===== config.mk =====
export PLATFORM = sky130hd
export DESIGN_NAME = mutex_priority_task_scheduler_top
export DESIGN_NICKNAME = d
export VERILOG_FILES = /design/src/design/mpts_pkg.sv /design/src/design/mpts_cfg.sv /design/src/design/mpts_datapath.sv /design/src/design/mpts_ctrl.sv /design/src/design/mutex_priority_task_scheduler_top.sv
export SDC_FILE = /design/constraint.sdc
export NUM_CORES = 1
export LEC_CHECK = 0
export BUFFER_PORTS_ARGS = -buffer_cell sky130_fd_sc_hd__buf_2
export CAP_MARGIN = 20
export CORE_MARGIN = 5
export CORE_UTILIZATION = 50
export DETAILED_ROUTE_END_ITERATION = 10
export PLACE_DENSITY = 0.74
export SLEW_MARGIN = 25
export SYNTH_ARGS = -nofsm -noshare
export SYNTH_HDL_FRONTEND = slang
export SYNTH_SLANG_ARGS = --single-unit

===== constraint.sdc =====
create_clock -name aclk -period 4.8 [get_ports aclk]
set_input_delay 0.96 -clock aclk [delete_from_list [all_inputs] [get_ports aclk]]
set_output_delay 0.96 -clock aclk [all_outputs]
set_load 0.03 [all_outputs]

===== src/design/mpts_pkg.sv =====
`timescale 1ns / 1ps
// ----------------------------------------------------------------------------
// mpts_pkg
// Shared types and constants of the mutex priority task scheduler.
// ----------------------------------------------------------------------------
package mpts_pkg;

    localparam int MAX_GOALS      = 8;
    localparam int MUTEX_WIDTH    = 8;
    localparam int PRIORITY_WIDTH = 4;

    localparam int GOAL_IDX_W     = $clog2(MAX_GOALS);
    localparam int COUNT_W        = 4;
    localparam int PHASE_W        = 4;
    localparam int CFG_INDEX_W    = 3;
    localparam int CFG_DATA_W     = 64;

    localparam logic [PHASE_W-1:0] DEFAULT_EVAL_PERIOD = PHASE_W'(3);

    typedef logic [MAX_GOALS-1:0] goal_mask_t;

    typedef enum logic [CFG_INDEX_W-1:0] {
        REG_GOAL_COUNT    = 3'd0,
        REG_GOAL_PRIO     = 3'd1,
        REG_MUTEX_MASKS   = 3'd2,
        REG_INTERRUPTIBLE = 3'd3,
        REG_EVAL_PERIOD   = 3'd4
    } cfg_reg_t;

    typedef enum logic {
        ACT_TICK     = 1'b0,
        ACT_STOP_ALL = 1'b1
    } action_t;

    typedef struct packed {
        logic [COUNT_W-1:0]                   goal_count;
        logic [MAX_GOALS*PRIORITY_WIDTH-1:0]  priorities;
        logic [MAX_GOALS*MUTEX_WIDTH-1:0]     mutex_masks;
        goal_mask_t                           interruptible;
        logic [PHASE_W-1:0]                   eval_period;
    } cfg_t;

    typedef struct packed {
        logic load;
        logic step;
        logic publish;
    } dp_cmd_t;

    typedef struct packed {
        logic skip;
        logic last;
    } dp_status_t;

    typedef enum logic [1:0] {
        ST_IDLE,
        ST_VISIT,
        ST_HOLD
    } ctrl_state_t;

endpackage


===== src/design/mpts_cfg.sv =====
`timescale 1ns / 1ps
// ----------------------------------------------------------------------------
// mpts_cfg
// Configuration register file, written through a plain write port.
// ----------------------------------------------------------------------------
module mpts_cfg (
    input  logic                             aclk,
    input  logic                             aresetn,
    input  logic                             cfg_wr_en,
    input  logic [mpts_pkg::CFG_INDEX_W-1:0] cfg_index,
    input  logic [mpts_pkg::CFG_DATA_W-1:0]  cfg_data,
    output mpts_pkg::cfg_t                   cfg
);
    import mpts_pkg::*;

    cfg_t cfg_reg;
    cfg_t cfg_next;

    always_comb begin
        cfg_next = cfg_reg;
        if (cfg_wr_en) begin
            unique case (cfg_index)
                REG_GOAL_COUNT:    cfg_next.goal_count    = cfg_data[COUNT_W-1:0];
                REG_GOAL_PRIO:     cfg_next.priorities    =
                                       cfg_data[MAX_GOALS*PRIORITY_WIDTH-1:0];
                REG_MUTEX_MASKS:   cfg_next.mutex_masks   =
                                       cfg_data[MAX_GOALS*MUTEX_WIDTH-1:0];
                REG_INTERRUPTIBLE: cfg_next.interruptible = cfg_data[MAX_GOALS-1:0];
                REG_EVAL_PERIOD:   cfg_next.eval_period   = cfg_data[PHASE_W-1:0];
                default: ;
            endcase
        end
    end

    always_ff @(posedge aclk) begin
        if (!aresetn) begin
            cfg_reg.goal_count    <= '0;
            cfg_reg.priorities    <= '0;
            cfg_reg.mutex_masks   <= '0;
            cfg_reg.interruptible <= '0;
            cfg_reg.eval_period   <= DEFAULT_EVAL_PERIOD;
        end else begin
            cfg_reg <= cfg_next;
        end
    end

    assign cfg = cfg_reg;

endmodule


===== src/design/mpts_datapath.sv =====
`timescale 1ns / 1ps
// ----------------------------------------------------------------------------
// mpts_datapath
// Running set, tick phase and per-task visit logic with a parallel
// conflict check against all other running tasks; holds the result word.
// ----------------------------------------------------------------------------
module mpts_datapath (
    input  logic                  aclk,
    input  logic                  aresetn,
    input  mpts_pkg::cfg_t        cfg,
    input  mpts_pkg::dp_cmd_t     cmd,
    output mpts_pkg::dp_status_t  status,
    input  logic                  in_action,
    input  mpts_pkg::goal_mask_t  in_want,
    input  mpts_pkg::goal_mask_t  in_keep,
    output mpts_pkg::goal_mask_t  out_running,
    output mpts_pkg::goal_mask_t  out_started,
    output mpts_pkg::goal_mask_t  out_stopped,
    output logic                  out_full
);
    import mpts_pkg::*;

    goal_mask_t              run_reg, run_next;
    goal_mask_t              started_reg, started_next;
    goal_mask_t              stopped_reg, stopped_next;
    goal_mask_t              want_reg, want_next;
    goal_mask_t              keep_reg, keep_next;
    logic                    full_reg, full_next;
    logic                    action_reg, action_next;
    logic [PHASE_W-1:0]      phase_reg, phase_next;
    logic [GOAL_IDX_W-1:0]   idx_reg, idx_next;

    goal_mask_t              res_running_reg, res_started_reg, res_stopped_reg;
    logic                    res_full_reg;

    logic [COUNT_W-1:0]      goal_n;
    goal_mask_t              active;
    logic [PHASE_W-1:0]      period;
    logic [PHASE_W-1:0]      phase_inc;

    logic [PRIORITY_WIDTH-1:0] prio   [MAX_GOALS];
    logic [MUTEX_WIDTH-1:0]    mutex  [MAX_GOALS];
    logic [PRIORITY_WIDTH-1:0] cur_prio;
    logic [MUTEX_WIDTH-1:0]    cur_mutex;
    goal_mask_t                cur_bit;
    goal_mask_t                conflict;
    goal_mask_t                blockers;
    logic                      blocked;

    always_comb begin
        goal_n = (cfg.goal_count > COUNT_W'(MAX_GOALS)) ? COUNT_W'(MAX_GOALS)
                                                         : cfg.goal_count;
        for (int i = 0; i < MAX_GOALS; i++) begin
            active[i] = (COUNT_W'(i) < goal_n);
            prio[i]   = cfg.priorities[i*PRIORITY_WIDTH +: PRIORITY_WIDTH];
            mutex[i]  = cfg.mutex_masks[i*MUTEX_WIDTH +: MUTEX_WIDTH];
        end
        period    = (cfg.eval_period == '0) ? PHASE_W'(1) : cfg.eval_period;
        phase_inc = phase_reg + PHASE_W'(1);
    end

    // conflict check of the visited task against every other running task
    always_comb begin
        cur_prio  = prio[idx_reg];
        cur_mutex = mutex[idx_reg];
        cur_bit   = '0;
        cur_bit[idx_reg] = 1'b1;
        for (int j = 0; j < MAX_GOALS; j++) begin
            conflict[j] = run_reg[j] && !cur_bit[j] && ((mutex[j] & cur_mutex) != '0);
            blockers[j] = conflict[j] && !((cur_prio < prio[j]) && cfg.interruptible[j]);
        end
        blocked = (blockers != '0);
    end

    always_comb begin
        run_next     = run_reg;
        started_next = started_reg;
        stopped_next = stopped_reg;
        want_next    = want_reg;
        keep_next    = keep_reg;
        full_next    = full_reg;
        action_next  = action_reg;
        phase_next   = phase_reg;
        idx_next     = idx_reg;
        if (cmd.load) begin
            want_next    = in_want & active;
            keep_next    = in_keep & active;
            action_next  = in_action;
            started_next = '0;
            idx_next     = '0;
            if (in_action == ACT_STOP_ALL) begin
                stopped_next = run_reg & active;
                run_next     = '0;
                full_next    = 1'b0;
            end else begin
                stopped_next = '0;
                run_next     = run_reg & active;
                if (phase_inc >= period) begin
                    full_next  = 1'b1;
                    phase_next = '0;
                end else begin
                    full_next  = 1'b0;
                    phase_next = phase_inc;
                end
            end
        end else if (cmd.step) begin
            idx_next = idx_reg + GOAL_IDX_W'(1);
            if ((run_reg & cur_bit) != '0) begin
                if (((keep_reg & cur_bit) == '0) || blocked) begin
                    run_next     = run_reg & ~cur_bit;
                    stopped_next = stopped_reg | cur_bit;
                end
            end else if (full_reg && !blocked && ((want_reg & cur_bit) != '0)) begin
                // what conflicts and does not block is preempted
                run_next     = (run_reg & ~conflict) | cur_bit;
                stopped_next = stopped_reg | conflict;
                started_next = started_reg | cur_bit;
            end
        end
    end

    always_ff @(posedge aclk) begin
        if (!aresetn) begin
            run_reg   <= '0;
            phase_reg <= '0;
        end else begin
            run_reg   <= run_next;
            phase_reg <= phase_next;
        end
    end

    always_ff @(posedge aclk) begin
        started_reg <= started_next;
        stopped_reg <= stopped_next;
        want_reg    <= want_next;
        keep_reg    <= keep_next;
        full_reg    <= full_next;
        action_reg  <= action_next;
        idx_reg     <= idx_next;
        if (cmd.publish) begin
            res_running_reg <= run_reg;
            res_started_reg <= started_reg;
            res_stopped_reg <= stopped_reg;
            res_full_reg    <= full_reg;
        end
    end

    assign status.skip = (action_reg == ACT_STOP_ALL) || (goal_n == '0);
    assign status.last = (({1'b0, idx_reg} + COUNT_W'(1)) == goal_n);

    assign out_running = res_running_reg;
    assign out_started = res_started_reg;
    assign out_stopped = res_stopped_reg;
    assign out_full    = res_full_reg;

endmodule


===== src/design/mpts_ctrl.sv =====
`timescale 1ns / 1ps
// ----------------------------------------------------------------------------
// mpts_ctrl
// Sequencer: takes a word, walks the tasks one per cycle (not for stop-all or
// zero tasks), then hands the result to the output register when it is free.
// ----------------------------------------------------------------------------
module mpts_ctrl (
    input  logic                  aclk,
    input  logic                  aresetn,
    input  logic                  s_tvalid,
    output logic                  s_tready,
    output logic                  m_tvalid,
    input  logic                  m_tready,
    output mpts_pkg::dp_cmd_t     cmd,
    input  mpts_pkg::dp_status_t  status
);
    import mpts_pkg::*;

    ctrl_state_t state_reg, state_next;
    logic        m_valid_reg, m_valid_next;
    logic        out_free;

    always_ff @(posedge aclk) begin
        if (!aresetn) begin
            state_reg   <= ST_IDLE;
            m_valid_reg <= 1'b0;
        end else begin
            state_reg   <= state_next;
            m_valid_reg <= m_valid_next;
        end
    end

    always_comb begin
        out_free     = !m_valid_reg || m_tready;
        state_next   = state_reg;
        m_valid_next = m_valid_reg && !m_tready;
        cmd          = '0;
        s_tready     = 1'b0;
        unique case (state_reg)
            ST_IDLE: begin
                s_tready = 1'b1;
                if (s_tvalid) begin
                    cmd.load   = 1'b1;
                    state_next = ST_VISIT;
                end
            end
            ST_VISIT: begin
                if (status.skip) begin
                    state_next = ST_HOLD;
                end else begin
                    cmd.step = 1'b1;
                    if (status.last) begin
                        state_next = ST_HOLD;
                    end
                end
            end
            ST_HOLD: begin
                if (out_free) begin
                    cmd.publish  = 1'b1;
                    m_valid_next = 1'b1;
                    state_next   = ST_IDLE;
                end
            end
            default: state_next = ST_IDLE;
        endcase
    end

    assign m_tvalid = m_valid_reg;

endmodule


===== src/design/mutex_priority_task_scheduler_top.sv =====
`timescale 1ns / 1ps
// ----------------------------------------------------------------------------
// mutex_priority_task_scheduler_top
// One item in flight: the next word is taken in the cycle after the result
// is handed to the output register. The task walk visits one task per cycle,
// skipped for stop-all or zero tasks; a stalled output holds the finished walk
// until the output register is free.
// Synchronous active-low reset: all tasks idle, tick phase zero, eval
// period 3, other configuration registers zero; the remaining datapath
// registers are not reset.
// ----------------------------------------------------------------------------
module mutex_priority_task_scheduler_top (
    input  logic                             aclk,
    input  logic                             aresetn,
    input  logic                             cfg_wr_en,
    input  logic [mpts_pkg::CFG_INDEX_W-1:0] cfg_index,
    input  logic [mpts_pkg::CFG_DATA_W-1:0]  cfg_data,
    input  logic                             s_tvalid,
    output logic                             s_tready,
    input  logic [15:0]                      s_tdata,  // want_start, keep_running
    input  logic [0:0]                       s_tuser,  // action
    output logic                             m_tvalid,
    input  logic                             m_tready,
    output logic [23:0]                      m_tdata,  // running, started, stopped
    output logic [0:0]                       m_tuser   // full_evaluation
);
    import mpts_pkg::*;

    cfg_t       cfg;
    dp_cmd_t    cmd;
    dp_status_t status;
    goal_mask_t out_running, out_started, out_stopped;
    logic       out_full;

    mpts_cfg u_cfg (
        .aclk      (aclk),
        .aresetn   (aresetn),
        .cfg_wr_en (cfg_wr_en),
        .cfg_index (cfg_index),
        .cfg_data  (cfg_data),
        .cfg       (cfg)
    );

    mpts_ctrl u_ctrl (
        .aclk     (aclk),
        .aresetn  (aresetn),
        .s_tvalid (s_tvalid),
        .s_tready (s_tready),
        .m_tvalid (m_tvalid),
        .m_tready (m_tready),
        .cmd      (cmd),
        .status   (status)
    );

    mpts_datapath u_datapath (
        .aclk        (aclk),
        .aresetn     (aresetn),
        .cfg         (cfg),
        .cmd         (cmd),
        .status      (status),
        .in_action   (s_tuser[0]),
        .in_want     (s_tdata[7:0]),
        .in_keep     (s_tdata[15:8]),
        .out_running (out_running),
        .out_started (out_started),
        .out_stopped (out_stopped),
        .out_full    (out_full)
    );

    assign m_tdata = {out_stopped, out_started, out_running};
    assign m_tuser = out_full;

endmodule

After elaboration in Yosys (flattened, before gate mapping):

Index checks and enable logic that the tools add are counted.

* bits in registers: 189
* input port bits: 89
* output and inout port bits: 27

* $add $sub $neg: 3
* order comparisons: 21
* equality and inequality tests: 11
* muxes and demuxes: 38
* bitwise logic cells: 25
* reductions and logical operators: 85

Operators with widths (number)
* $and 8x8->8: 16
* $mux 8: 14
* $reduce_bool 8->1: 11
* $logic_and 1x1->1: 36
* $lt 4x4->1: 8
* $or 8x8->8: 4
* $bmux 8 s3: 1
* $mux 4: 5
* $logic_not 1->1: 19
* $lt 3x4->1 const A: 4
* $not 8->8: 2
* $bmux 4 s3: 1
* $reduce_and 2->1: 6
* $mux 1: 11
* $reduce_and 3->1: 3
* $logic_not 4->1: 2
* $logic_not 8->1: 1
* $lt 1x4->1 const A: 2
* $lt 2x4->1 const A: 2
* $mux 2: 4
* $eq 3x2->1 const B: 2
* $ne 3x3->1 const B: 2
* $pmux 2 s3: 1
* $add 3x1->4 const B: 1
* other kinds (22): 25

Logic depth before layout (Yosys ltp):

* depth in word-level cells: 16
* depth in mapped cells: 18
* depth with buffers taken out: 14

Modules after synthesis:

From an unflattened synthesis, not the netlist that was laid out.

* cells, all modules: 1021
* area total of the unflattened synthesis: 9892.0 µm²

Modules (own cells, without submodules)
* mpts_datapath: instances 1, cells an instance 565, area an instance 5375.2 µm², seq. area each 1991.9 µm²
* mpts_cfg: instances 1, cells an instance 440, area an instance 4374.2 µm², seq. area each 2242.2 µm²
* mpts_ctrl: instances 1, cells an instance 16, area an instance 142.6 µm², seq. area each 60.1 µm²

Least setup slack after synthesis:

No wires, ideal clock.

* path type: flip-flop to flip-flop
* start point: reg u_datapath.idx_reg[0]
* end point: reg u_datapath.stopped_reg[0], enable pin
* arrival time: 3586 ps
* required time: 4496 ps
* slack: 909 ps
* cell stages (with the launch flop): 18
* buffers on the path: 5
* clock period less this slack: 3891 ps
* cells stage by stage: dfxtp_1 buf_6 buf_2 clkbuf_1 nor2b_1 clkbuf_1 a22oi_1 nand4_1 ha_1 o21ai_0 a31oi_1 o21a_1 o221ai_1 o2111ai_1 nor4_2 nor3b_4 or3_1 buf_6

* cells in the longest elaborated chain, start to end: 14
* elaborated cells between the ends (all ways): 98
* classes of those cells: order compare (10); eq/ne (1); mux (8); bitwise (12); reduce/logical (67)

RTL lines
* from (decl): RTL line mpts_datapath.sv:31 `logic [GOAL_IDX_W-1:0] idx_reg, idx_next;`
* from (signal assigned): RTL line mpts_datapath.sv:139 `idx_reg <= idx_next;`
* $not 3->4 (not written as such) (tied with other cells): RTL line mpts_datapath.sv:64, mpts_datapath.sv:65
* $bmux 4 s3 (tied with other cells): RTL line mpts_datapath.sv:64 `cur_prio = prio[idx_reg];`
* $mux 4 (not written as such) (tied with other cells) (2 in series): RTL line mpts_datapath.sv:64
* $lt 4x4->1 (tied with other cells): RTL line mpts_datapath.sv:70 `blockers[j] = conflict[j] && !((cur_prio < prio[j]) && cfg.interruptible[j]);`
* $logic_and 1x1->1 (tied with other cells): RTL line mpts_datapath.sv:70
* $logic_not 1->1 or $logic_and 1x1->1 (tied branches): RTL line mpts_datapath.sv:70, mpts_datapath.sv:69
* $logic_and 1x1->1: RTL line mpts_datapath.sv:70
* $reduce_bool 8->1: RTL line mpts_datapath.sv:72 `blocked = (blockers != '0);`
* $logic_not 1->1: RTL line mpts_datapath.sv:113 `end else if (full_reg && !blocked && ((want_reg & cur_bit) != '0)) begin`
* $logic_and 1x1->1 (2 in series): RTL line mpts_datapath.sv:113
* $reduce_bool 3->1 (no source line)
* $reduce_and 3->1 (no source line) *
* to (signal assigned): RTL line mpts_datapath.sv:134 `stopped_reg <= stopped_next;`
* to (decl): RTL line mpts_datapath.sv:25 `goal_mask_t stopped_reg, stopped_next;`

Every way passes the cells marked *; elsewhere a longest branch is shown, timed or not. The select of a mux whose other input is x is not followed.
A chain may end at the register's enable or synchronous reset.

Worst setup path after layout:

* start point: reg u_datapath.idx_reg[0]
* end point: reg u_datapath.run_reg[4]

* cells in the longest elaborated chain, start to end: 14
* elaborated cells between the ends (all ways): 108
* classes of those cells: order compare (10); eq/ne (1); mux (13); bitwise (17); reduce/logical (67)

RTL lines
* $not 3->4 (not written as such) (tied with other cells): RTL line mpts_datapath.sv:64, mpts_datapath.sv:65
* $bmux 4 s3 (tied with other cells): RTL line mpts_datapath.sv:64
* $mux 4 (not written as such) (tied with other cells) (2 in series): RTL line mpts_datapath.sv:64
* $lt 4x4->1 (tied with other cells): RTL line mpts_datapath.sv:70
* $logic_and 1x1->1 (tied with other cells): RTL line mpts_datapath.sv:70
* $logic_not 1->1 or $logic_and 1x1->1 (tied branches): RTL line mpts_datapath.sv:70, mpts_datapath.sv:69
* $logic_and 1x1->1 or $not 8->8 (tied branches): RTL line mpts_datapath.sv:70, mpts_datapath.sv:115
* $reduce_bool 8->1 or $and 8x8->8 (tied branches): RTL line mpts_datapath.sv:72, mpts_datapath.sv:115
* $logic_not 1->1 or $or 8x8->8 (tied branches): RTL line mpts_datapath.sv:113, mpts_datapath.sv:115
* $logic_and 1x1->1 or $mux 8 (tied branches): RTL line mpts_datapath.sv:113
* $logic_and 1x1->1 or $mux 8 (tied branches): RTL line mpts_datapath.sv:113, mpts_datapath.sv:108
* $reduce_bool 3->1 (no source line) or $mux 8 (tied branches)
* $reduce_and 3->1 (no source line) or $mux 8 (tied branches)
* to (signal assigned): RTL line mpts_datapath.sv:127 `run_reg <= run_next;`
* to (decl): RTL line mpts_datapath.sv:23 `goal_mask_t run_reg, run_next;`

Several ways; a longest one is shown, not always the timed one. The select of a mux whose other input is x is not followed.

==> flow_metrics.tcl <==
set metrics [dict create \
    final_cells 1361 \
    worst_ep_required_time_ps 5140 \
    top_layer "met4" \
    cts_hold_buf 0 \
    yosysWarnings 0 \
    place_ws_ps 435 \
    cts_tree "built" \
    wl_met2_um 12400 \
    yosysUniqueCellTypes 61 \
    wl_met3_um 2150 \
    leakagePower_nw 3.76 \
    min_period_ps 4410 \
    yosys.area_share.simple_pct 17.1 \
    finClkSkew_ps 9.91 \
    io_buffers 115 \
    cp_max_fo 16 \
    synth_top_cell_by_area "dfxtp_1" \
    ys_async_sr_fraction_pct 0 \
    drive_gt1_share_pct 17.9 \
    synth_top_cells_by_count "225 x nand2_1, 138 x dfxtp_1, 133 x a21oi_1" \
    io_pins 116 \
    clkSlewWorstSetupHoldPaths_ps 70 \
    root_buffer "clkbuf_16" \
    initial_core_util_pct 51.1 \
    firstDrtPassIters 5 \
    area_delta_synth_final_pct 14.8 \
    syn_nets 1149 \
    max-cap-violations 0 \
    synth-compound-area-share_pct 20.3 \
    ys_ff_latch 189 \
    crit_type "flop to flop" \
    die_x_um 146 \
    worstMarginPinSlew_ps 942 \
    place.detailed.hpwl_um 20600 \
    avgSynthCellArea_um2 8.97 \
    grt_max_degree 70 \
    grt_pass1_vias 7670 \
    finalMaxSlewViolations 0 \
    cts.sinks 189 \
    drt.antenna.violating_nets 0 \
    synth_mux_area_share_pct 5.91 \
    yosysSeqAreaShare_pct 46.5 \
    fill_cells 1645 \
    viasPerCell 5.91 \
    power_density_nw_per_um2 321 \
    final_nets 1238 \
    clock_path_buffers 2 \
    wire_per_inst_um 19.9 \
    final_hold_viol_count 0 \
    die_y_um 146 \
    synth-main-ff-cell "dfxtp_1" \
    coreArea_um2 18100 \
    max-slew-margin-rel_pct 36.7 \
    drt-initial-drc-count 934 \
    slowest_stage "or3_1" \
    max_stage_delay_ps 700 \
    cp.arrival_ps 4750 \
    die_area_um2 21300 \
    synth-adder-area-share_pct 4.06 \
    gr-usage-all-layers_pct 25.5 \
    yosysTopAreaCellShare_pct 29.9 \
    fin_crit_sh_pct 91.9 \
    fin_hold_ws_ps 435 \
    synth_edf_count 51 \
    synth_top_family_by_area "compound AO/OA/AOI/OAI gates" \
    post-route-worst-setup-slack_ps 387 \
    grt_overflow 0 \
    syn-instance-count 1030 \
    cts_resized 0 \
    grt_pass1_wl_um 42800 \
    synthXorXnorAreaFrac_pct 0.569 \
    rsz0062_at_grt "no" \
    clkLatencyLatePin_ps 430 \
    finalSetupTns_ps 0 \
    hold_class "flop to flop" \
    place.gp.congestion 1.04 \
    rows 49 \
    post_cts_buffers 0 \
    status "complete, no violations" \
    wl_met1_um 11400 \
    largest_reg_flops 112 \
    routed_wl_um 27000 \
    syn_area_um2 9240 \
    ys_top_cells_by_area "dfxtp_1 30%, edfxtp_1 17%, nand2_1 9.1%" \
    cp-end-kind "flop" \
    fmax_mhz 227 \
    crit_chain "buf_4 -> mux4_2 -> mux2_4 -> a22o_1 -> a221oi_1 -> a311o_1 -> o2111ai_1 -> nor4_2 -> a21oi_1 -> or3_1 -> a221oi_2" \
    setup_viol 0 \
    placed_cells 1329 \
    num_vias 8042 \
    diodes 0 \
    antenna_found_initial 0 \
    drc 0 \
    total_power_mw 3.40 \
    cts-buffers-inserted 17 \
    worstSetupStartpointType "flop" \
    yosysMostFrequentCell "nand2_1" \
    peakVddDrop_mv 0.213 \
    htreeDepth 4 \
]
## path summary, 6_finish.rpt
| path | startpoint | end | slack [ps] | cells after the start |
|---|---|---|---|---|
| worst max-delay path | u_datapath.idx_reg[0] | u_datapath.run_reg[4] | 390 | 11 |
| worst min-delay path | u_datapath.started_reg[0] | u_datapath.out_started[0] | 440 | 0 |
| worst max register to register | u_datapath.idx_reg[0] | u_datapath.run_reg[4] | 390 | 11 |
| worst min register to register | u_datapath.started_reg[0] | u_datapath.out_started[0] | 440 | 0 |
## cells by family after synthesis
family,count (synthesis)
buffers and inverters,123
DFF,189
muxes,38
AOI/OAI and AO/OA,289
adders and majority gates,30
and+or+nand+nor,355
xor gates and xnor gates,6
## worst max-delay path: cells and delay by family, from the launching register on
family	cells	cell delay, ps
simple gates	2	1000
flops	1	490
mux	2	880
buf+inv	1	330
compound gates	6	1630
## power by group
group | internal, mW | switching (mW)
registers | 1.69 | 0.0348
logic | 0.0934 | 0.166
clock network | 0.806 | 0.617
total | 2.59 | 0.818
## stage by stage
step	utilization (%)	cell area (um2)
final	58.6	10600
after global routing	58.6	10600
after CTS	58.6	10600
after detailed placement	55.3	10000
after global placement	55.2	9990
after floorplan	-	9240
## per-layer routing
layer  vias to the layer above  global-route usage, %
met2                       391                   40.0
met3                        67                   4.58
met4                         0                   11.1
li1                       3843                      -
met1                      3741                   34.7
met5                         -                      0
## layout make-up
type | instances | area [um2] | area share (%)
Inverter | 55 | 208 | 1.96
Clock inverter | 11 | 118 | 1.11
Multi-Input combinational cell | 718 | 4460 | 42.0
Sequential cell | 189 | 4290 | 40.5
Tap cell | 229 | 287 | 2.70
Clock buffer | 21 | 482 | 4.54
Timing Repair Buffer | 138 | 761 | 7.17
## cells in the final DEF (no fill, tap or decap), types with 24 or more instances in the layout
master / n
inv_1: 54
a22oi_1: 30
ha_1: 30
o21ai_0: 24
nand2_1: 225
nor2_1: 33
a21oi_1: 133
buf_2: 115
edfxtp_1: 51
dfxtp_1: 138
Note: power is estimated with default switching activity, not from simulation.
